[config.mk]
export PLATFORM = sky130hd
export DESIGN_NAME = source_text_tokenizer
export DESIGN_NICKNAME = d
export VERILOG_FILES = /design/src/hdl/stt_pkg.sv /design/src/hdl/stt_front.sv /design/src/hdl/stt_queue.sv /design/src/hdl/stt_back.sv /design/src/hdl/source_text_tokenizer.sv
export SDC_FILE = /design/constraint.sdc
export NUM_CORES = 1
export LEC_CHECK = 0
export BUFFER_PORTS_ARGS = -buffer_cell sky130_fd_sc_hd__buf_2
export CORE_MARGIN = 2
export CORE_UTILIZATION = 60
export CTS_CLUSTER_SIZE = 28
export DETAILED_ROUTE_END_ITERATION = 8
export GPL_ROUTABILITY_DRIVEN = 0
export PLACE_DENSITY = 0.8
export SYNTH_ARGS = -nofsm -noshare
export SYNTH_HDL_FRONTEND = slang
export SYNTH_SLANG_ARGS = --single-unit
[constraint.sdc]
create_clock -name clk -period 7.9 [get_ports clk]
set_input_delay 1.58 -clock clk [delete_from_list [all_inputs] [get_ports clk]]
set_output_delay 1.58 -clock clk [all_outputs]
set_load 0.1 [all_outputs]
[src/hdl/stt_pkg.sv]
// Shared types and constants for the source text tokenizer.
`timescale 1ns / 1ps

package stt_pkg;

	// Default width of the integer accumulator
	localparam int VALUE_BITS_DEF = 31;
	// Width of the integer value on the result port
	localparam int INT_W          = 31;
	// Up to three results come out of one item
	localparam int MAX_RES        = 3;
	localparam int CNT_W          = 2;
	// Packets held between front and back
	localparam int QDEPTH         = 4;

	// Token kinds as seen on the result port
	typedef enum logic [2:0] {
		KIND_IDENT   = 3'd0,
		KIND_STRING  = 3'd1,
		KIND_CHAR    = 3'd2,
		KIND_INTEGER = 3'd3,
		KIND_OPER    = 3'd4
	} kind_t;

	// Event codes
	localparam logic EV_CHAR = 1'b0;
	localparam logic EV_END  = 1'b1;

	// Character codes
	localparam logic [7:0] CH_SPACE  = 8'h20;
	localparam logic [7:0] CH_TAB    = 8'h09;
	localparam logic [7:0] CH_LF     = 8'h0A;
	localparam logic [7:0] CH_VT     = 8'h0B;
	localparam logic [7:0] CH_FF     = 8'h0C;
	localparam logic [7:0] CH_CR     = 8'h0D;
	localparam logic [7:0] CH_SEMI   = 8'h3B;
	localparam logic [7:0] CH_LPAR   = 8'h28;
	localparam logic [7:0] CH_RPAR   = 8'h29;
	localparam logic [7:0] CH_LBRACE = 8'h7B;
	localparam logic [7:0] CH_RBRACE = 8'h7D;
	localparam logic [7:0] CH_TILDE  = 8'h7E;
	localparam logic [7:0] CH_BANG   = 8'h21;
	localparam logic [7:0] CH_QMARK  = 8'h3F;
	localparam logic [7:0] CH_PLUS   = 8'h2B;
	localparam logic [7:0] CH_MINUS  = 8'h2D;
	localparam logic [7:0] CH_DQUOTE = 8'h22;
	localparam logic [7:0] CH_SQUOTE = 8'h27;
	localparam logic [7:0] CH_ZERO   = 8'h30;
	localparam logic [7:0] CH_NINE   = 8'h39;
	localparam logic [7:0] CH_LC_A   = 8'h61;
	localparam logic [7:0] CH_LC_Z   = 8'h7A;
	localparam logic [7:0] CH_UC_A   = 8'h41;
	localparam logic [7:0] CH_UC_Z   = 8'h5A;

	// One result item
	typedef struct packed {
		logic             ev;
		kind_t            kind;
		logic [7:0]       chr;
		logic [INT_W-1:0] val;
	} result_t;

	// All results caused by one input item
	typedef struct packed {
		logic [CNT_W-1:0]          cnt;
		result_t [MAX_RES-1:0]     res;
	} packet_t;

	// Front to queue
	typedef struct packed {
		logic    wr_en;
		packet_t pkt;
	} q_wr_t;

	// Queue to back
	typedef struct packed {
		logic    empty;
		packet_t head;
	} q_rd_t;

endpackage

[src/hdl/stt_front.sv]
// Front end: accepts characters, runs the scanner state, builds result packets.
`timescale 1ns / 1ps

module stt_front #(
	parameter int VALUE_BITS = stt_pkg::VALUE_BITS_DEF
) (
	input  logic             clk,
	input  logic             arst_n,
	input  logic [7:0]       ch,
	input  logic             end_of_text,
	input  logic             push,
	input  logic             q_full,
	output stt_pkg::q_wr_t   q_wr
);

	localparam int IW = stt_pkg::INT_W;
	localparam int EW = VALUE_BITS + 4;

	typedef enum logic [2:0] {
		M_IDLE,
		M_IDENT,
		M_STRING,
		M_CHAR,
		M_INTEGER,
		M_OPER
	} mode_t;

	mode_t                 mode_q, mode_d;
	logic [7:0]            prev_q, prev_d;
	logic [VALUE_BITS-1:0] accum_q, accum_d;
	logic                  skip_q, skip_d;

	logic                  accept;
	logic                  is_ws, is_let, is_dig, is_stop, is_pm;
	logic [3:0]            dig;
	logic [EW-1:0]         acc_ext, acc_mul;
	logic [VALUE_BITS-1:0] acc_next;
	logic                  taken;
	logic [1:0]            n;
	stt_pkg::packet_t      pkt;

	function automatic stt_pkg::kind_t mode_kind(input mode_t m);
		stt_pkg::kind_t k;
		unique case (m)
			M_IDENT:   k = stt_pkg::KIND_IDENT;
			M_STRING:  k = stt_pkg::KIND_STRING;
			M_CHAR:    k = stt_pkg::KIND_CHAR;
			M_INTEGER: k = stt_pkg::KIND_INTEGER;
			default:   k = stt_pkg::KIND_OPER;
		endcase
		return k;
	endfunction

	function automatic stt_pkg::result_t mk(input logic ev, input stt_pkg::kind_t k,
			input logic [7:0] c, input logic [IW-1:0] v);
		stt_pkg::result_t r;
		r.ev   = ev;
		r.kind = k;
		r.chr  = c;
		r.val  = v;
		return r;
	endfunction

	assign accept = push && !q_full;

	// Character classes
	assign is_ws   = (ch == stt_pkg::CH_SPACE) || (ch == stt_pkg::CH_TAB) ||
	                 (ch == stt_pkg::CH_LF) || (ch == stt_pkg::CH_VT) ||
	                 (ch == stt_pkg::CH_FF) || (ch == stt_pkg::CH_CR);
	assign is_let  = ((ch >= stt_pkg::CH_LC_A) && (ch <= stt_pkg::CH_LC_Z)) ||
	                 ((ch >= stt_pkg::CH_UC_A) && (ch <= stt_pkg::CH_UC_Z));
	assign is_dig  = (ch >= stt_pkg::CH_ZERO) && (ch <= stt_pkg::CH_NINE);
	assign is_stop = (ch == stt_pkg::CH_SEMI) || (ch == stt_pkg::CH_LPAR) ||
	                 (ch == stt_pkg::CH_RPAR) || (ch == stt_pkg::CH_LBRACE) ||
	                 (ch == stt_pkg::CH_RBRACE) || (ch == stt_pkg::CH_TILDE) ||
	                 (ch == stt_pkg::CH_BANG) || (ch == stt_pkg::CH_QMARK);
	assign is_pm   = (ch == stt_pkg::CH_PLUS) || (ch == stt_pkg::CH_MINUS);
	assign dig     = ch[3:0];

	// Decimal accumulate: acc*10 + d, saturating at all ones
	assign acc_ext  = EW'(accum_q);
	assign acc_mul  = (acc_ext << 3) + (acc_ext << 1) + EW'(dig);
	assign acc_next = (|acc_mul[EW-1:VALUE_BITS]) ? '1 : acc_mul[VALUE_BITS-1:0];

	// Next state and result list for one character
	always_comb begin
		mode_d  = mode_q;
		prev_d  = prev_q;
		accum_d = accum_q;
		skip_d  = skip_q;
		taken   = 1'b0;
		n       = '0;
		pkt     = '0;

		if (!is_ws) begin
			if (skip_q) begin
				skip_d = 1'b0;
			end else begin
				unique case (mode_q)
					M_IDENT: begin
						if (is_let || is_dig) begin
							pkt.res[n] = mk(stt_pkg::EV_CHAR, stt_pkg::KIND_IDENT, ch, '0);
							n = n + 2'd1;
							taken = 1'b1;
						end else begin
							pkt.res[n] = mk(stt_pkg::EV_END, stt_pkg::KIND_IDENT, '0, '0);
							n = n + 2'd1;
							mode_d = M_IDLE;
							accum_d = '0;
						end
					end
					M_INTEGER: begin
						if (is_dig) begin
							accum_d = acc_next;
							pkt.res[n] = mk(stt_pkg::EV_CHAR, stt_pkg::KIND_INTEGER, ch, '0);
							n = n + 2'd1;
							taken = 1'b1;
						end else begin
							pkt.res[n] = mk(stt_pkg::EV_END, stt_pkg::KIND_INTEGER, '0,
								IW'(accum_q));
							n = n + 2'd1;
							mode_d = M_IDLE;
							accum_d = '0;
						end
					end
					M_OPER: begin
						if (!is_let && !is_dig && !is_stop && ((ch == prev_q) || !is_pm)) begin
							pkt.res[n] = mk(stt_pkg::EV_CHAR, stt_pkg::KIND_OPER, ch, '0);
							n = n + 2'd1;
							taken = 1'b1;
						end else begin
							pkt.res[n] = mk(stt_pkg::EV_END, stt_pkg::KIND_OPER, '0, '0);
							n = n + 2'd1;
							mode_d = M_IDLE;
							accum_d = '0;
						end
					end
					M_STRING: begin
						if (ch == stt_pkg::CH_DQUOTE) begin
							pkt.res[n] = mk(stt_pkg::EV_END, stt_pkg::KIND_STRING, '0, '0);
							mode_d = M_IDLE;
							accum_d = '0;
						end else begin
							pkt.res[n] = mk(stt_pkg::EV_CHAR, stt_pkg::KIND_STRING, ch, '0);
						end
						n = n + 2'd1;
						taken = 1'b1;
					end
					M_CHAR: begin
						pkt.res[n] = mk(stt_pkg::EV_CHAR, stt_pkg::KIND_CHAR, ch, '0);
						n = n + 2'd1;
						pkt.res[n] = mk(stt_pkg::EV_END, stt_pkg::KIND_CHAR, '0, '0);
						n = n + 2'd1;
						mode_d = M_IDLE;
						accum_d = '0;
						skip_d = 1'b1;
						taken = 1'b1;
					end
					default: begin
					end
				endcase

				// Start a new token
				if (!taken) begin
					if (is_let) begin
						mode_d = M_IDENT;
						pkt.res[n] = mk(stt_pkg::EV_CHAR, stt_pkg::KIND_IDENT, ch, '0);
						n = n + 2'd1;
					end else if (is_dig) begin
						mode_d = M_INTEGER;
						accum_d = VALUE_BITS'(dig);
						pkt.res[n] = mk(stt_pkg::EV_CHAR, stt_pkg::KIND_INTEGER, ch, '0);
						n = n + 2'd1;
					end else if (ch == stt_pkg::CH_DQUOTE) begin
						mode_d = M_STRING;
					end else if (ch == stt_pkg::CH_SQUOTE) begin
						mode_d = M_CHAR;
					end else begin
						mode_d = M_OPER;
						pkt.res[n] = mk(stt_pkg::EV_CHAR, stt_pkg::KIND_OPER, ch, '0);
						n = n + 2'd1;
					end
				end
			end
			prev_d = ch;
		end else if (mode_q == M_IDENT || mode_q == M_INTEGER || mode_q == M_OPER) begin
			// whitespace closes identifier, integer and operator
			pkt.res[n] = mk(stt_pkg::EV_END, mode_kind(mode_q), '0,
				(mode_q == M_INTEGER) ? IW'(accum_q) : '0);
			n = n + 2'd1;
			mode_d = M_IDLE;
			accum_d = '0;
		end

		// End of text closes whatever is open and resets the scanner
		if (end_of_text) begin
			if (mode_d != M_IDLE) begin
				pkt.res[n] = mk(stt_pkg::EV_END, mode_kind(mode_d), '0,
					(mode_d == M_INTEGER) ? IW'(accum_d) : '0);
				n = n + 2'd1;
			end
			mode_d  = M_IDLE;
			prev_d  = '0;
			accum_d = '0;
			skip_d  = 1'b0;
		end

		pkt.cnt = n;
	end

	assign q_wr.wr_en = accept && (n != '0);
	assign q_wr.pkt   = pkt;

	// Scanner state
	always_ff @(posedge clk or negedge arst_n) begin
		if (!arst_n) begin
			mode_q  <= M_IDLE;
			prev_q  <= '0;
			accum_q <= '0;
			skip_q  <= 1'b0;
		end else if (accept) begin
			mode_q  <= mode_d;
			prev_q  <= prev_d;
			accum_q <= accum_d;
			skip_q  <= skip_d;
		end
	end

	// A pending drop only follows a closed char token
	a_skip_idle: assert property (@(posedge clk) disable iff (!arst_n)
		skip_q |-> (mode_q == M_IDLE))
		else $error("skip pending while a token is open");

	// End of text returns the scanner to reset
	a_eot_reset: assert property (@(posedge clk) disable iff (!arst_n)
		(accept && end_of_text) |=> (mode_q == M_IDLE && !skip_q && accum_q == '0))
		else $error("scanner not reset after end of text");

endmodule

[src/hdl/stt_queue.sv]
// Packet queue between the front end and the result serializer.
`timescale 1ns / 1ps

module stt_queue (
	input  logic           clk,
	input  logic           arst_n,
	input  stt_pkg::q_wr_t q_wr,
	output logic           full,
	input  logic           rd_en,
	output stt_pkg::q_rd_t q_rd
);

	localparam int D  = stt_pkg::QDEPTH;
	localparam int PW = (D > 1) ? $clog2(D) : 1;
	localparam int CW = $clog2(D + 1);

	stt_pkg::packet_t mem_q [D];
	logic [PW-1:0]    wr_ptr_q, rd_ptr_q;
	logic [CW-1:0]    cnt_q;
	logic             do_wr, do_rd;

	assign full       = (cnt_q == CW'(D));
	assign q_rd.empty = (cnt_q == '0);
	assign q_rd.head  = mem_q[rd_ptr_q];
	assign do_wr      = q_wr.wr_en && !full;
	assign do_rd      = rd_en && !q_rd.empty;

	// Storage
	always_ff @(posedge clk) begin
		if (do_wr) begin
			mem_q[wr_ptr_q] <= q_wr.pkt;
		end
	end

	// Pointers and fill count
	always_ff @(posedge clk or negedge arst_n) begin
		if (!arst_n) begin
			wr_ptr_q <= '0;
			rd_ptr_q <= '0;
			cnt_q    <= '0;
		end else begin
			if (do_wr) begin
				wr_ptr_q <= (wr_ptr_q == PW'(D - 1)) ? '0 : wr_ptr_q + 1'b1;
			end
			if (do_rd) begin
				rd_ptr_q <= (rd_ptr_q == PW'(D - 1)) ? '0 : rd_ptr_q + 1'b1;
			end
			if (do_wr && !do_rd) begin
				cnt_q <= cnt_q + 1'b1;
			end else if (do_rd && !do_wr) begin
				cnt_q <= cnt_q - 1'b1;
			end
		end
	end

	// The front never writes into a full queue
	a_no_overflow: assert property (@(posedge clk) disable iff (!arst_n)
		!(q_wr.wr_en && full))
		else $error("packet written while queue full");

endmodule

[src/hdl/stt_back.sv]
// Back end: walks each packet and hands results out through an output register.
`timescale 1ns / 1ps

module stt_back (
	input  logic                         clk,
	input  logic                         arst_n,
	input  stt_pkg::q_rd_t               q_rd,
	output logic                         rd_en,
	input  logic                         pop,
	output logic                         empty,
	output stt_pkg::result_t             res,
	output logic                         res_last
);

	logic [1:0]       idx_q;
	logic             out_valid_q;
	stt_pkg::result_t out_res_q;
	logic             out_last_q;
	logic             load, last_of;

	assign load    = !q_rd.empty && (!out_valid_q || pop);
	assign last_of = (idx_q == (q_rd.head.cnt - 2'd1));
	assign rd_en   = load && last_of;

	assign empty    = !out_valid_q;
	assign res      = out_res_q;
	assign res_last = out_last_q;

	// Control: result index within the head packet, output valid
	always_ff @(posedge clk or negedge arst_n) begin
		if (!arst_n) begin
			idx_q       <= '0;
			out_valid_q <= 1'b0;
		end else begin
			if (load) begin
				idx_q       <= last_of ? '0 : idx_q + 2'd1;
				out_valid_q <= 1'b1;
			end else if (pop) begin
				out_valid_q <= 1'b0;
			end
		end
	end

	// Output payload
	always_ff @(posedge clk) begin
		if (load) begin
			out_res_q  <= q_rd.head.res[idx_q];
			out_last_q <= last_of;
		end
	end

	// Queued packets always carry at least one result
	a_head_nonzero: assert property (@(posedge clk) disable iff (!arst_n)
		!q_rd.empty |-> (q_rd.head.cnt != '0))
		else $error("empty packet in queue");

	// Index stays inside the head packet
	a_idx_range: assert property (@(posedge clk) disable iff (!arst_n)
		!q_rd.empty |-> (idx_q < q_rd.head.cnt))
		else $error("result index past packet end");

	// Index is at the start whenever no packet is waiting
	a_idx_rest: assert property (@(posedge clk) disable iff (!arst_n)
		q_rd.empty |-> (idx_q == '0))
		else $error("result index not rewound");

endmodule

[src/hdl/source_text_tokenizer.sv]
// Top level of the source text tokenizer: front end, packet queue, back end.
//
//  channel  | handshake           | payload
//  ---------+---------------------+---------------------------------------------
//  input    | push / full         | ch, end_of_text
//  result   | pop / empty         | event_res, kind, tok_char, int_value, last
//
// One character is taken per cycle while the packet queue has room; its 0 to 3
// results, if there are any, enter the queue as one packet in the same cycle.
// The back end emits one result per cycle while the result side pops; a first
// result goes through the packet queue, then the output register, to the ports.
// Reset clears the scanner state, the queue and the output valid flag.
// A stalled result side fills the four-packet queue, then full rises.
`timescale 1ns / 1ps

module source_text_tokenizer #(
	parameter int VALUE_BITS = stt_pkg::VALUE_BITS_DEF
) (
	input  logic                      clk,
	input  logic                      arst_n,
	input  logic [7:0]                ch,
	input  logic                      end_of_text,
	input  logic                      push,
	output logic                      full,
	output logic                      event_res,
	output logic [2:0]                kind,
	output logic [7:0]                tok_char,
	output logic [stt_pkg::INT_W-1:0] int_value,
	output logic                      last,
	output logic                      empty,
	input  logic                      pop
);

	stt_pkg::q_wr_t   q_wr;
	stt_pkg::q_rd_t   q_rd;
	logic             rd_en;
	stt_pkg::result_t res;

	stt_front #(
		.VALUE_BITS (VALUE_BITS)
	) u_front (
		.clk         (clk),
		.arst_n      (arst_n),
		.ch          (ch),
		.end_of_text (end_of_text),
		.push        (push),
		.q_full      (full),
		.q_wr        (q_wr)
	);

	stt_queue u_queue (
		.clk    (clk),
		.arst_n (arst_n),
		.q_wr   (q_wr),
		.full   (full),
		.rd_en  (rd_en),
		.q_rd   (q_rd)
	);

	stt_back u_back (
		.clk      (clk),
		.arst_n   (arst_n),
		.q_rd     (q_rd),
		.rd_en    (rd_en),
		.pop      (pop),
		.empty    (empty),
		.res      (res),
		.res_last (last)
	);

	assign event_res = res.ev;
	assign kind      = 3'(res.kind);
	assign tok_char  = res.chr;
	assign int_value = res.val;

endmodule
==> reports/qor.csv <==
stage;metric;value;unit
outcome;status;finished clean;
grt;gr usage total;27.3;%
final_layout;Multi-input gate area;9210;sq um
yosys;synthesized area per cell;15.4;sq um
grt;vias in the first global route;17000;
routing;DR DRC count;0;
grt;largest net degree at the start of global routing;55;
floorplan;Rows;79;
power_and_ir_drop;Pwr per Cell Area;366;nW/um^2
routing;Iteration-0 DRC Markers;2112;
routing;Wirelength per Cell;25.2;um
min_path;hold depth;1;
critical_path;CP top delay family;simple AND/OR/NAND/NOR gates;
yosys;Post-synth top flop;edfxtp_1;
clock_tree;Worst-Skew Late Latency;0.64;ns
yosys;synthesis-stage register bit count;621;
final_layout;ratio of cells with drive above 1 in the final layout;17.6;%
place;placed insts;2416;
clock_tree;post-cts resize count;0;
place;PortBufs;58;
yosys;top-area cell type share of the netlist area;60.7;%
routing;Pre-Repair DR Iteration Count;7;
routing;Final ANT Viol Nets;0;
critical_path;crit start category;input pin;
min_path;Hold Path Class;flip-flop to flip-flop;
sta;Period minus WS final;6.07;ns
yosys;library cells used by synthesis;80;
grt;initial antenna violation count;0;
clock_tree;TritonCTS Buffers;59;
clock_tree;CTS tree;yes;
critical_path;CP peak stage delay;0.84;ns
floorplan;I/O pins;59;
routing;WL final;63800;um
yosys;syn_nets;1914;
critical_path;CP max-delay cell;nand2_1;
clock_tree;Reg clk slew, reported paths;0.06;ns
critical_path;crit-path most repeated cell;nand2_1;
clock_tree;Max Buffers Root-to-Sink;3;
final_layout;register area;18400;sq um
critical_path;Levels on crit path;12;
power_and_ir_drop;Design Power;11.3;mW
sta;skew final;0.0329;ns
routing;Vias;16900;
final_layout;Area Overhead vs Synth;10.0;%
sta;setup_tns;0;ns
floorplan;core area;46400;sq um
sta;RSZ-0062 raised after global routing;no;
floorplan;chip height;220;um
final_layout;final std cells w/o fill;2528;
place;Detail Placement HPWL;38100;um
floorplan;Die ar.;48600;sq um
critical_path;critical path arrival;6.42;ns
final_layout;Antenna Cells;0;
yosys;warnings from Yosys;0;
grt;first-pass GRT wire length;99600;um
sta;Slew @ Worst Pin;1.37;ns
critical_path;R2R setup slack;2.70;ns
floorplan;Initial Util;60.6;%
final_layout;Fill cells;3010;
critical_path;R2R cell count;13;
sta;Max Slew Vio Count;0;
yosys;ys async rst share;8.53;%
critical_path;required time of the critical path;8.25;ns
yosys;top cells by area, synth;edfxtp_1, mux4_2, dfrtp_1;
routing;vias per cell;6.69;
clock_tree;CTS hold repair buffers;0;
critical_path;kind of critical path;input pin to flip-flop;
critical_path;Crit. End Element;flip-flop;
sta;fmax;165;MHz
clock_tree;H-tree Lvls;2;
clock_tree;Root Driver;clkbuf_16;
floorplan;DIE WIDTH;220;um
yosys;Post-Syn Area;28100;sq um
power_and_ir_drop;Leakage;10.8;nW
run;max_cap viols;0;
clock_tree;# Post-CTS Setup Buffers;0;
critical_path;CP Max Fanout;25;
yosys;number of synthesized flops with an enable pin;568;
critical_path;worst path bufs/invs;1;
sta;Final Cycle Share;76.9;%
grt;Congestion Overflow GR;0;
power_and_ir_drop;Worst VDD drop;334;uV
sta;Final Hold Fails;0;
sta;worst rel slew slack;7.87;%
yosys;Post-Syn Instances;1825;
yosys;sequential fraction of the synthesis area;65.4;%
final_layout;nets@finish;1959;
clock_tree;CTS sink cnt;621;
critical_path;CP Cell Sequence;buf_2 > or4b_2 > a211oi_2 > nor2_1 > nand2_1 > nor3_1 > a211oi_2 > ha_1 > nand2_1 > nor4_1 > nand2_1 > o21ai_0;
sta;Final setup viols;0;
yosys;Yosys top cell by area;edfxtp_1;
-- routing by layer --
metal / share of wire, % / GRT usage, %
met1: 41 / 39.3
met2: 47 / 43.0
met3: 9.1 / 5.18
met4: 2.8 / 8.01
met5: 0 / 0
-- cells in the mapped netlist, types with 4 or more instances --
library cell and count:
nor3b_1 6, xor2_1 18, dfrtp_1 53, clkbuf_1 69
or3_1 6, buf_6 6, and3_1 12, nor2_1 83
a21oi_1 61, a32o_1 4, o21ai_1 7, nand2_1 172
a21o_1 9, nand2b_1 12, o2bb2ai_1 54, mux2i_1 47
mux4_2 131, and2_1 20, inv_1 30, o21ai_0 143
a211oi_1 8, edfxtp_1 568, o21a_1 5, o31ai_1 7
nor3_1 19, mux2_2 5, o21bai_1 5, nand4_1 18
o211ai_1 11, buf_2 7, xnor2_1 21, ha_1 73
buf_1 21, nand3_1 10, nor2b_1 6, o22ai_1 7
a22oi_1 12, a31oi_1 9
-- registers in the layout, indices dropped and copies added (netlist names) --
| name | count |
|---|---|
| u_queue.mem_q | 524 |
| u_back.res | 43 |
| u_queue.cnt_q | 3 |
| u_back.res_last | 1 |
| u_front.prev_q | 8 |
| u_queue.wr_ptr_q | 2 |
| u_back.idx_q | 2 |
| u_queue.rd_ptr_q | 2 |
| u_front.skip_q | 1 |
| u_back.out_valid_q | 1 |
| u_front.mode_q | 3 |
| u_front.accum_q | 31 |
-- final timing paths --
path / start / to
setup / recovery: ch[1] / u_queue.mem_q[3][19]$_DFFE_PP_
hold / removal: u_queue.cnt_q[2]$_DFFE_PN0P_ / u_queue.cnt_q[2]$_DFFE_PN0P_
setup reg to reg: u_front.accum_q[1]$_DFFE_PN0P_ / u_queue.mem_q[1][3]$_DFFE_PP_
hold reg to reg: u_queue.cnt_q[2]$_DFFE_PN0P_ / u_queue.cnt_q[2]$_DFFE_PN0P_
max in group asynchronous: arst_n / u_queue.rd_ptr_q[1]$_DFFE_PN0P_
min in group asynchronous: arst_n / u_front.accum_q[13]$_DFFE_PN0P_
-- kinds of logic after synthesis --
| logic type | Yosys count | share of synthesized area, % |
|---|---|---|
| flops | 621 | 65.4 |
| simple gates | 390 | 6.58 |
| compound gates | 383 | 9.00 |
| mux | 183 | 12.4 |
| buf+inv | 133 | 1.97 |
| fa+ha+maj | 76 | 3.46 |
| xor+xnor | 39 | 1.22 |
-- final cells by class --
cell class              instances  area share, %
inverters                      30          0.364
well taps                     607           2.46
flip-flops and latches        621           59.5
multi-input cells            1071           29.8
clock inverters                40           1.02
clock buffers                  72           5.06
repair buffers                 87           1.84
-- where the power goes --
group | internal (mW) | switching [mW] | leakage (nW)
registers | 4.51 | 0.268 | 6.07
logic | 1.19 | 2.60 | 3.78
clock network | 1.52 | 1.23 | 0.921
total | 7.22 | 4.10 | 10.8
-- layout by cell type (no fill, tap or decap), drive strengths merged, types with 18 or more instances in the layout --
| cell type | count |
|---|---|
| o2bb2ai | 54 |
| clkbuf | 72 |
| xor2 | 18 |
| inv | 34 |
| and2 | 20 |
| ha | 73 |
| nor2 | 83 |
| buf | 87 |
| xnor2 | 21 |
| mux2i | 47 |
| mux4 | 131 |
| a21oi | 61 |
| edfxtp | 568 |
| o21ai | 150 |
| nand2 | 172 |
| nor3 | 22 |
| dfrtp | 53 |
| nand4 | 18 |
| clkinv | 30 |
-- metrics by stage --
step / setup slack, ns / hold slack, ns / instance area [sq um] / utilization [%]
floorplan: 0.232 / 0.456 / 28100 / -
global placement: 1.53 / 0.469 / 29000 / 62.7
detailed placement: 1.36 / 0.485 / 29000 / 62.7
CTS: 1.99 / 0.494 / 30900 / 66.7
global route: 1.57 / 0.523 / 30900 / 66.7
finish: 1.83 / 0.499 / 30900 / 66.7
No activity file was read; power rests on OpenSTA's default activity.
